### src/rtl/acfp_pkg.sv
// Package for the ASCII CAN frame parser.
// Holds line limits, the queue entry and result types; imported by all modules.
// No dependencies.
package acfp_pkg;

    localparam int LINE_CAPACITY = 64;
    localparam int CNT_W         = $clog2(LINE_CAPACITY);
    localparam int MIN_LINE      = 11;
    localparam int ID_LAST_POS   = 8;
    localparam int LEN_POS       = 9;
    localparam int DATA_START    = 10;
    localparam int MAX_LEN       = 8;
    localparam int PGN_W         = 17;
    localparam int PGN_SHIFT     = 8;
    localparam int QUEUE_DEPTH   = 2;
    localparam int QPTR_W        = $clog2(QUEUE_DEPTH);
    localparam int QCNT_W        = $clog2(QUEUE_DEPTH + 1);

    localparam logic [7:0] CHAR_T  = 8'h54;
    localparam logic [7:0] CHAR_CR = 8'h0D;
    localparam logic [7:0] CHAR_LF = 8'h0A;

    localparam int OUT_BITS = 32 + 4 + 32 + 32 + PGN_W;
    localparam int OUT_W    = ((OUT_BITS + 7) / 8) * 8;

    typedef struct packed {
        logic       is_lf;
        logic       is_t;
        logic       hex_ok;
        logic [3:0] nib;
    } char_class_t;

    typedef struct packed {
        logic [PGN_W-1:0] pgn;
        logic [31:0]      data_high;
        logic [31:0]      data_low;
        logic [3:0]       frame_len;
        logic [31:0]      frame_id;
    } frame_t;

endpackage

### src/rtl/acfp_front.sv
// Front stage of the ASCII CAN frame parser: classifies each received byte.
// Drops carriage returns and pushes every other byte into the queue.
// Depends on acfp_pkg.
module acfp_front
    import acfp_pkg::*;
(
    input  logic        s_tvalid,
    output logic        s_tready,
    input  logic [7:0]  s_tdata,   // rx_byte[7:0]
    input  logic        q_full,
    output logic        push,
    output char_class_t push_data
);

    logic [3:0] nib;
    logic       hex_ok;

    always_comb
    begin
        nib    = 4'd0;
        hex_ok = 1'b0;
        if (s_tdata >= 8'h30 && s_tdata <= 8'h39)
        begin
            nib    = 4'(s_tdata - 8'h30);
            hex_ok = 1'b1;
        end
        else if (s_tdata >= 8'h41 && s_tdata <= 8'h46)
        begin
            nib    = 4'(s_tdata - 8'h37);
            hex_ok = 1'b1;
        end
        else if (s_tdata >= 8'h61 && s_tdata <= 8'h66)
        begin
            nib    = 4'(s_tdata - 8'h57);
            hex_ok = 1'b1;
        end
    end

    assign s_tready         = !q_full;
    assign push             = s_tvalid && !q_full && (s_tdata != CHAR_CR);
    assign push_data.is_lf  = (s_tdata == CHAR_LF);
    assign push_data.is_t   = (s_tdata == CHAR_T);
    assign push_data.hex_ok = hex_ok;
    assign push_data.nib    = nib;

endmodule

### src/rtl/acfp_queue.sv
// Short queue between the classifying front and the parsing back.
// Register-based FIFO of QUEUE_DEPTH classified characters.
// Depends on acfp_pkg.
module acfp_queue
    import acfp_pkg::*;
(
    input  logic        clk,
    input  logic        rst_n,
    input  logic        push,
    input  char_class_t push_data,
    output logic        full,
    input  logic        pop,
    output logic        q_valid,
    output char_class_t q_data
);

    char_class_t             entry_reg [QUEUE_DEPTH];
    logic [QPTR_W-1:0]       wr_ptr_reg, wr_ptr_next;
    logic [QPTR_W-1:0]       rd_ptr_reg, rd_ptr_next;
    logic [QCNT_W-1:0]       count_reg, count_next;
    logic                    do_pop;

    assign full    = (count_reg == QCNT_W'(QUEUE_DEPTH));
    assign q_valid = (count_reg != '0);
    assign q_data  = entry_reg[rd_ptr_reg];
    assign do_pop  = pop && q_valid;

    always_comb
    begin
        wr_ptr_next = wr_ptr_reg;
        rd_ptr_next = rd_ptr_reg;
        count_next  = count_reg;
        if (push)
        begin
            wr_ptr_next = (wr_ptr_reg == QPTR_W'(QUEUE_DEPTH - 1)) ? '0 : wr_ptr_reg + 1'b1;
        end
        if (do_pop)
        begin
            rd_ptr_next = (rd_ptr_reg == QPTR_W'(QUEUE_DEPTH - 1)) ? '0 : rd_ptr_reg + 1'b1;
        end
        if (push && !do_pop)
        begin
            count_next = count_reg + 1'b1;
        end
        else if (!push && do_pop)
        begin
            count_next = count_reg - 1'b1;
        end
    end

    always_ff @(posedge clk or negedge rst_n)
    begin
        if (!rst_n)
        begin
            wr_ptr_reg <= '0;
            rd_ptr_reg <= '0;
            count_reg  <= '0;
        end
        else
        begin
            wr_ptr_reg <= wr_ptr_next;
            rd_ptr_reg <= rd_ptr_next;
            count_reg  <= count_next;
        end
    end

    always_ff @(posedge clk)
    begin
        if (push)
        begin
            entry_reg[wr_ptr_reg] <= push_data;
        end
    end

    a_count_range: assert property (@(posedge clk) disable iff (!rst_n)
        count_reg <= QCNT_W'(QUEUE_DEPTH))
        else $error("queue count out of range");

    a_count_up: assert property (@(posedge clk) disable iff (!rst_n)
        (push && !do_pop) |=> (count_reg == $past(count_reg) + 1'b1))
        else $error("queue count did not advance on push");

endmodule

### src/rtl/acfp_back.sv
// Back stage of the ASCII CAN frame parser: walks the line position by position.
// Builds identifier, length and data bytes and holds the finished frame.
// Depends on acfp_pkg.
module acfp_back
    import acfp_pkg::*;
(
    input  logic        clk,
    input  logic        rst_n,
    input  logic        q_valid,
    input  char_class_t q_data,
    output logic        pop,
    output logic        out_valid,
    input  logic        out_ready,
    output frame_t      out_frame
);

    logic [CNT_W-1:0] cnt_reg, cnt_next;
    logic [31:0]      id_reg, id_next;
    logic [3:0]       len_reg, len_next;
    logic [7:0]       data_reg [8];
    logic [7:0]       data_next [8];
    logic             bad_reg, bad_next;
    logic             out_valid_reg, out_valid_next;
    frame_t           out_frame_reg, out_frame_next;

    logic [CNT_W-1:0] need;
    logic [CNT_W-1:0] off;
    logic [2:0]       idx;
    logic             line_ok;
    logic [31:0]      lo_bytes;
    logic [31:0]      hi_bytes;

    assign pop       = q_valid && (!q_data.is_lf || !out_valid_reg || out_ready);
    assign out_valid = out_valid_reg;
    assign out_frame = out_frame_reg;

    assign need    = CNT_W'(DATA_START) + CNT_W'({len_reg, 1'b0});
    assign off     = cnt_reg - CNT_W'(DATA_START);
    assign idx     = off[3:1];
    assign line_ok = !bad_reg && (cnt_reg >= CNT_W'(MIN_LINE)) && (cnt_reg >= need);

    always_comb
    begin
        for (int i = 0; i < 4; i++)
        begin
            lo_bytes[8*i +: 8] = (4'(i) < len_reg) ? data_reg[i] : 8'd0;
            hi_bytes[8*i +: 8] = (4'(i + 4) < len_reg) ? data_reg[i + 4] : 8'd0;
        end
    end

    always_comb
    begin
        cnt_next       = cnt_reg;
        id_next        = id_reg;
        len_next       = len_reg;
        bad_next       = bad_reg;
        data_next      = data_reg;
        out_valid_next = out_valid_reg && !out_ready;
        out_frame_next = out_frame_reg;
        if (pop)
        begin
            if (q_data.is_lf || cnt_reg >= CNT_W'(LINE_CAPACITY - 1) || cnt_reg == '0)
            begin
                cnt_next  = '0;
                id_next   = '0;
                len_next  = '0;
                bad_next  = 1'b0;
                for (int i = 0; i < 8; i++)
                begin
                    data_next[i] = 8'd0;
                end
            end
            if (q_data.is_lf)
            begin
                if (line_ok)
                begin
                    out_valid_next           = 1'b1;
                    out_frame_next.frame_id  = id_reg;
                    out_frame_next.frame_len = len_reg;
                    out_frame_next.data_low  = lo_bytes;
                    out_frame_next.data_high = hi_bytes;
                    out_frame_next.pgn       = id_reg[PGN_SHIFT +: PGN_W];
                end
            end
            else if (cnt_reg < CNT_W'(LINE_CAPACITY - 1))
            begin
                cnt_next = cnt_reg + 1'b1;
                if (cnt_reg == '0)
                begin
                    bad_next = !q_data.is_t;
                end
                else if (cnt_reg <= CNT_W'(ID_LAST_POS))
                begin
                    if (!q_data.hex_ok)
                    begin
                        bad_next = 1'b1;
                    end
                    else
                    begin
                        id_next = {id_reg[27:0], q_data.nib};
                    end
                end
                else if (cnt_reg == CNT_W'(LEN_POS))
                begin
                    if (!q_data.hex_ok || q_data.nib > 4'(MAX_LEN))
                    begin
                        bad_next = 1'b1;
                    end
                    else
                    begin
                        len_next = q_data.nib;
                    end
                end
                else if (cnt_reg < need)
                begin
                    if (!q_data.hex_ok)
                    begin
                        bad_next = 1'b1;
                    end
                    else if (!off[0])
                    begin
                        data_next[idx] = {q_data.nib, 4'd0};
                    end
                    else
                    begin
                        data_next[idx] = data_reg[idx] | {4'd0, q_data.nib};
                    end
                end
            end
        end
    end

    always_ff @(posedge clk or negedge rst_n)
    begin
        if (!rst_n)
        begin
            cnt_reg       <= '0;
            id_reg        <= '0;
            len_reg       <= '0;
            bad_reg       <= 1'b0;
            out_valid_reg <= 1'b0;
            for (int i = 0; i < 8; i++)
            begin
                data_reg[i] <= 8'd0;
            end
        end
        else
        begin
            cnt_reg       <= cnt_next;
            id_reg        <= id_next;
            len_reg       <= len_next;
            bad_reg       <= bad_next;
            out_valid_reg <= out_valid_next;
            data_reg      <= data_next;
        end
    end

    always_ff @(posedge clk)
    begin
        out_frame_reg <= out_frame_next;
    end

    a_cnt_range: assert property (@(posedge clk) disable iff (!rst_n)
        cnt_reg <= CNT_W'(LINE_CAPACITY - 1))
        else $error("line position beyond capacity");

    a_frame_from_lf: assert property (@(posedge clk) disable iff (!rst_n)
        (!out_valid_reg || out_ready) && !(pop && q_data.is_lf) |=> !out_valid_reg)
        else $error("frame raised without a newline");

    a_len_range: assert property (@(posedge clk) disable iff (!rst_n)
        len_reg <= 4'(MAX_LEN))
        else $error("length beyond limit");

endmodule

### src/rtl/ascii_can_frame_parser_unit.sv
// ASCII CAN frame parser (serial-line extended frame form).
// Channels: s_* carries one received character per transfer; m_* carries one
// parsed frame per transfer, sent when a newline ends a well-formed line.
// A frame is raised on m_tvalid once the newline has passed the queue and then
// the parse step, which loads the output register.
// Throughput: one character per cycle while s_tready is high; the back stage pops
// one queue entry per cycle through its single parse step per character, unless a newline finds the output held.
// Carriage returns are dropped at the front and never reach the queue.
// A two-entry queue decouples the classifier from the parser; the frame sits
// in an output register, so the parser keeps taking characters while a frame
// waits, and only a newline that finds the output still held stalls it.
// When the receiver stalls, that newline and one more character fill the
// queue and s_tready drops until the held frame is taken.
// Reset: clears the line position, identifier, length, data bytes, bad flag,
// the queue and the output valid; no frame is pending afterward.
// Depends on acfp_pkg, acfp_front, acfp_queue, acfp_back.
module ascii_can_frame_parser_unit
    import acfp_pkg::*;
(
    input  logic             clk,
    input  logic             rst_n,
    input  logic             s_tvalid,
    output logic             s_tready,
    input  logic [7:0]       s_tdata,   // rx_byte[7:0]
    output logic             m_tvalid,
    input  logic             m_tready,
    output logic [OUT_W-1:0] m_tdata    // frame_id, frame_len, data_low, data_high, pgn, pad
);

    logic        q_full;
    logic        push;
    char_class_t push_data;
    logic        pop;
    logic        q_valid;
    char_class_t q_data;
    frame_t      out_frame;

    acfp_front u_front (
        .s_tvalid  (s_tvalid),
        .s_tready  (s_tready),
        .s_tdata   (s_tdata),
        .q_full    (q_full),
        .push      (push),
        .push_data (push_data)
    );

    acfp_queue u_queue (
        .clk       (clk),
        .rst_n     (rst_n),
        .push      (push),
        .push_data (push_data),
        .full      (q_full),
        .pop       (pop),
        .q_valid   (q_valid),
        .q_data    (q_data)
    );

    acfp_back u_back (
        .clk       (clk),
        .rst_n     (rst_n),
        .q_valid   (q_valid),
        .q_data    (q_data),
        .pop       (pop),
        .out_valid (m_tvalid),
        .out_ready (m_tready),
        .out_frame (out_frame)
    );

    assign m_tdata = {(OUT_W - OUT_BITS)'(0), out_frame};

endmodule
### config.mk
export PLATFORM = sky130hd
export DESIGN_NAME = ascii_can_frame_parser_unit
export DESIGN_NICKNAME = d
export VERILOG_FILES = /design/src/rtl/acfp_pkg.sv /design/src/rtl/acfp_front.sv /design/src/rtl/acfp_queue.sv /design/src/rtl/acfp_back.sv /design/src/rtl/ascii_can_frame_parser_unit.sv
export SDC_FILE = /design/constraint.sdc
export NUM_CORES = 1
export LEC_CHECK = 0
export BUFFER_PORTS_ARGS = -buffer_cell sky130_fd_sc_hd__buf_2
export CORE_UTILIZATION = 40
export DETAILED_ROUTE_END_ITERATION = 12
export GPL_TIMING_DRIVEN = 0
export HOLD_SLACK_MARGIN = 0.15
export MAX_ROUTING_LAYER = met4
export PLACE_DENSITY = 0.62
export SYNTH_ARGS = -nofsm -noshare
export SYNTH_HDL_FRONTEND = slang
export SYNTH_SLANG_ARGS = --single-unit
### constraint.sdc
create_clock -name clk -period 5.83 [get_ports clk]
set_input_delay 0.8745 -clock clk [delete_from_list [all_inputs] [get_ports clk]]
set_output_delay 0.8745 -clock clk [all_outputs]
set_load 0.02 [all_outputs]
==> impl_metrics.env <==
export IMPL_switching_share_pct=35.40
export IMPL_intPower_mw=2.918
export IMPL_slew_violations=0
export IMPL_grt_pass1_vias=6420
export IMPL_drt_first_iter_violations=501
export IMPL_synth_top_area_share_pct=34.29
export IMPL_post_cts_buffers=0
export IMPL_root_buffer="clkbuf_16"
export IMPL_largest_reg_flops=100
export IMPL_cellPowerDensity_nw_per_um2=380.9
export IMPL_layout_commonest_cell="buf_2"
export IMPL_cts_buffers=23
export IMPL_yosysWarnings=0
export IMPL_die_area_um2=25590
export IMPL_dpl_hpwl_um=15810
export IMPL_fin_crit_sh_pct=65.63
export IMPL_ios=134
export IMPL_synth_adder_area_share_pct=2.256
export IMPL_place_congestion=0.9051
export IMPL_drive_gt1_share_pct=22.19
export IMPL_timing_fmax_mhz=261.4
export IMPL_clock_power_share_pct=31.7
export IMPL_fin_tns_setup_ns=0
export IMPL_fillCellCount=2226
export IMPL_final_nets=1010
export IMPL_period_needed_ns=3.826
export IMPL_post_synth_top_area_cell="edfxtp_1"
export IMPL_synth_avg_cell_area_um2=12.16
export IMPL_synth_compound_area_share_pct=6.769
export IMPL_start_kind="flip-flop"
export IMPL_hold_class="in2async"
export IMPL_async_flop_share_pct=49.56
export IMPL_drt_vias_per_instance=5.058
export IMPL_regArea_um2=6226
export IMPL_grt_max_degree=86
export IMPL_htreeDepth=1
export IMPL_cts_sinks=226
export IMPL_rows=57
export IMPL_yosysUniqueCellTypes=56
export IMPL_hold_viol=0
export IMPL_status="completed"
export IMPL_die_h_um=160.0
export IMPL_ys_flop_type="edfxtp_1"
export IMPL_multi_input_area_um2=3417
export IMPL_mostFrequentLayoutCells="buf_2, edfxtp_1, dfrtp_1"
export IMPL_synthCells=821
export IMPL_start_util_pct=40.93
export IMPL_synth_edf_count=114
export IMPL_p_switching_mw=1.599
export IMPL_worstPathRequired_ns=6.26
export IMPL_gr_total_overflow=0
export IMPL_antenna_found_initial=0
export IMPL_rsz0062_at_grt="no"
export IMPL_synth_area_um2=9982
export IMPL_grt_first_pass_wirelength_um=36230
export IMPL_clk_path_buf_depth=3
export IMPL_drv_cap=0
export IMPL_arrival_ns=4.26
export IMPL_grt_use_total_pct=18.50
export IMPL_yosysSeqAreaShare_pct=62.37
export IMPL_yosys_mux_area_fraction_pct=9.689
export IMPL_peakVddDrop_mv=0.1627
export IMPL_drt_wl_total_um=22820
export IMPL_clkTransAtPathRegs_ns=0.06
export IMPL_synth_area_leaders="edfxtp_1, dfrtp_1, mux2i_1"
export IMPL_areaGrowthSynthToFinish_pct=18.76
export IMPL_synth_xor_area_share_pct=0.7897
export IMPL_die_w_um=160.0
export IMPL_p_leak_nw=4.805
export IMPL_final_util_pct=48.60
export IMPL_worst_slew_pin_slew_ns=1.349
export IMPL_drc=0
export IMPL_ant_nets=0
export IMPL_seq_power_share_pct=40.0
export IMPL_clock_skew_ns=0.01062
export IMPL_setup_violations=0
export IMPL_worst_path_max_fanout=12
export IMPL_ctsResizeCount=0
export IMPL_port_buffers=130
export IMPL_synth_top_family_by_area="simple AND/OR/NAND/NOR gates"
export IMPL_combPwrFrac_pct=28.3
export IMPL_end_kind="flip-flop"
export IMPL_critPathKind="reg2reg"
export IMPL_num_vias=6676
export IMPL_design_core_area_um2=24390
export IMPL_drt_pass1_iterations=5
export IMPL_hold_buffers=0
export IMPL_clock_latency_ns=0.51
export IMPL_ys_ff_latch=226
export IMPL_cts_tree="built"
export IMPL_synth_simple_area_share_pct=14.54
export IMPL_slew_headroom_pct=9.361
export IMPL_routedWlPerCell_um=17.29
export IMPL_n_antenna_cell=0
==> per-layer routing <==
metal  routed length, um  vias up  part of all wire, %  track usage (%)
li1                    -     3194                    -                -
met1               11210     3222                   49            27.89
met2                9827      228                   43            26.23
met3                1406       32                  6.2            2.545
met4                 378        0                  1.7            4.459
met5                   0        -                    0                -
==> final timing paths <==
check / startpoint / end / slack, ns / cells after the start
min: rst_n / u_back.id_reg[31] / 0.24 / 1
max in group asynchronous: rst_n / u_back.id_reg[3] / 4.85 / 2
min in group clk: u_back.len_reg[3] / u_back.out_frame[35] / 0.45 / 0
max reg2reg: u_back.cnt_reg[1] / u_back.data_reg[42] / 2.00 / 10
min reg2reg: u_back.len_reg[3] / u_back.out_frame[35] / 0.45 / 0
max: u_back.cnt_reg[1] / u_back.data_reg[42] / 2.00 / 10
==> cells in the mapped netlist, types with 10 or more instances <==
library cell / count
nor2b_1: 60
buf_4: 20
o21ai_0: 27
dfrtp_1: 112
a21oi_1: 49
inv_1: 14
nor2_1: 99
nor3_1: 12
ha_1: 18
clkbuf_1: 24
edfxtp_1: 114
mux2i_1: 82
and2_1: 10
nand2_1: 74
==> power by group through the flow <==
| stage | Sequential, mW | Clock (mW) | Combinational (mW) |
|---|---|---|---|
| after floorplan | 1.82 | 0 | 0.842 |
| after global placement | 1.84 | 0 | 1.25 |
| final | 1.81 | 1.43 | 1.28 |
| after detailed placement | 1.84 | 0 | 1.26 |
| after CTS | 1.81 | 1.46 | 1.26 |
| after global routing | 1.82 | 1.53 | 1.38 |
==> cell type report <==
class                      count  area share, %
clock inverter                10         0.6332
clock buffer                  31          5.615
sequential                   226          52.52
multi-input combinational    527          28.82
inverter                      15         0.4749
buffer                        55          2.512
timing repair buffer         132          6.005
tap                          324          3.420
==> per-stage QoR <==
step           hold slack [ns]  cells  cell area (um^2)  power (mW)  worst slack (ns)
2_1_floorplan           0.4231    823              9990       2.662             1.299
3_3_place_gp            0.4287   1277             11050       3.089          -0.09623
3_5_place_dp            0.4334   1279             11110       3.100             2.128
4_1_cts                 0.2407   1320             11860       4.536             2.117
5_1_grt                 0.2536   1320             11860       4.728             1.701
6_report                0.2406   1320             11860       4.516             2.004
==> kinds of logic (layout without fill, tap and decap cells) <==
family | after synthesis | after routing
muxes | 93 | 93
AOI/OAI and AO/OA | 111 | 111
other | 1 | 3
and+or+nand+nor | 293 | 293
xor gates and xnor gates | 9 | 9
adders and majority gates | 18 | 18
DFF | 226 | 226
buffers and inverters | 70 | 243
==> critical path, stage by stage, from the launching register on <==
cell	delay [ns]
dfrtp_1	0.37
buf_2	0.29
clkinv_1	0.44
ha_1	0.41
xnor2_1	0.19
buf_2	0.29
mux4_2	0.26
nor3_1	0.07
nor3_1	1.09
mux2i_1	0.19
nor2_1	0.14
Power figures use the tool's default switching activity.
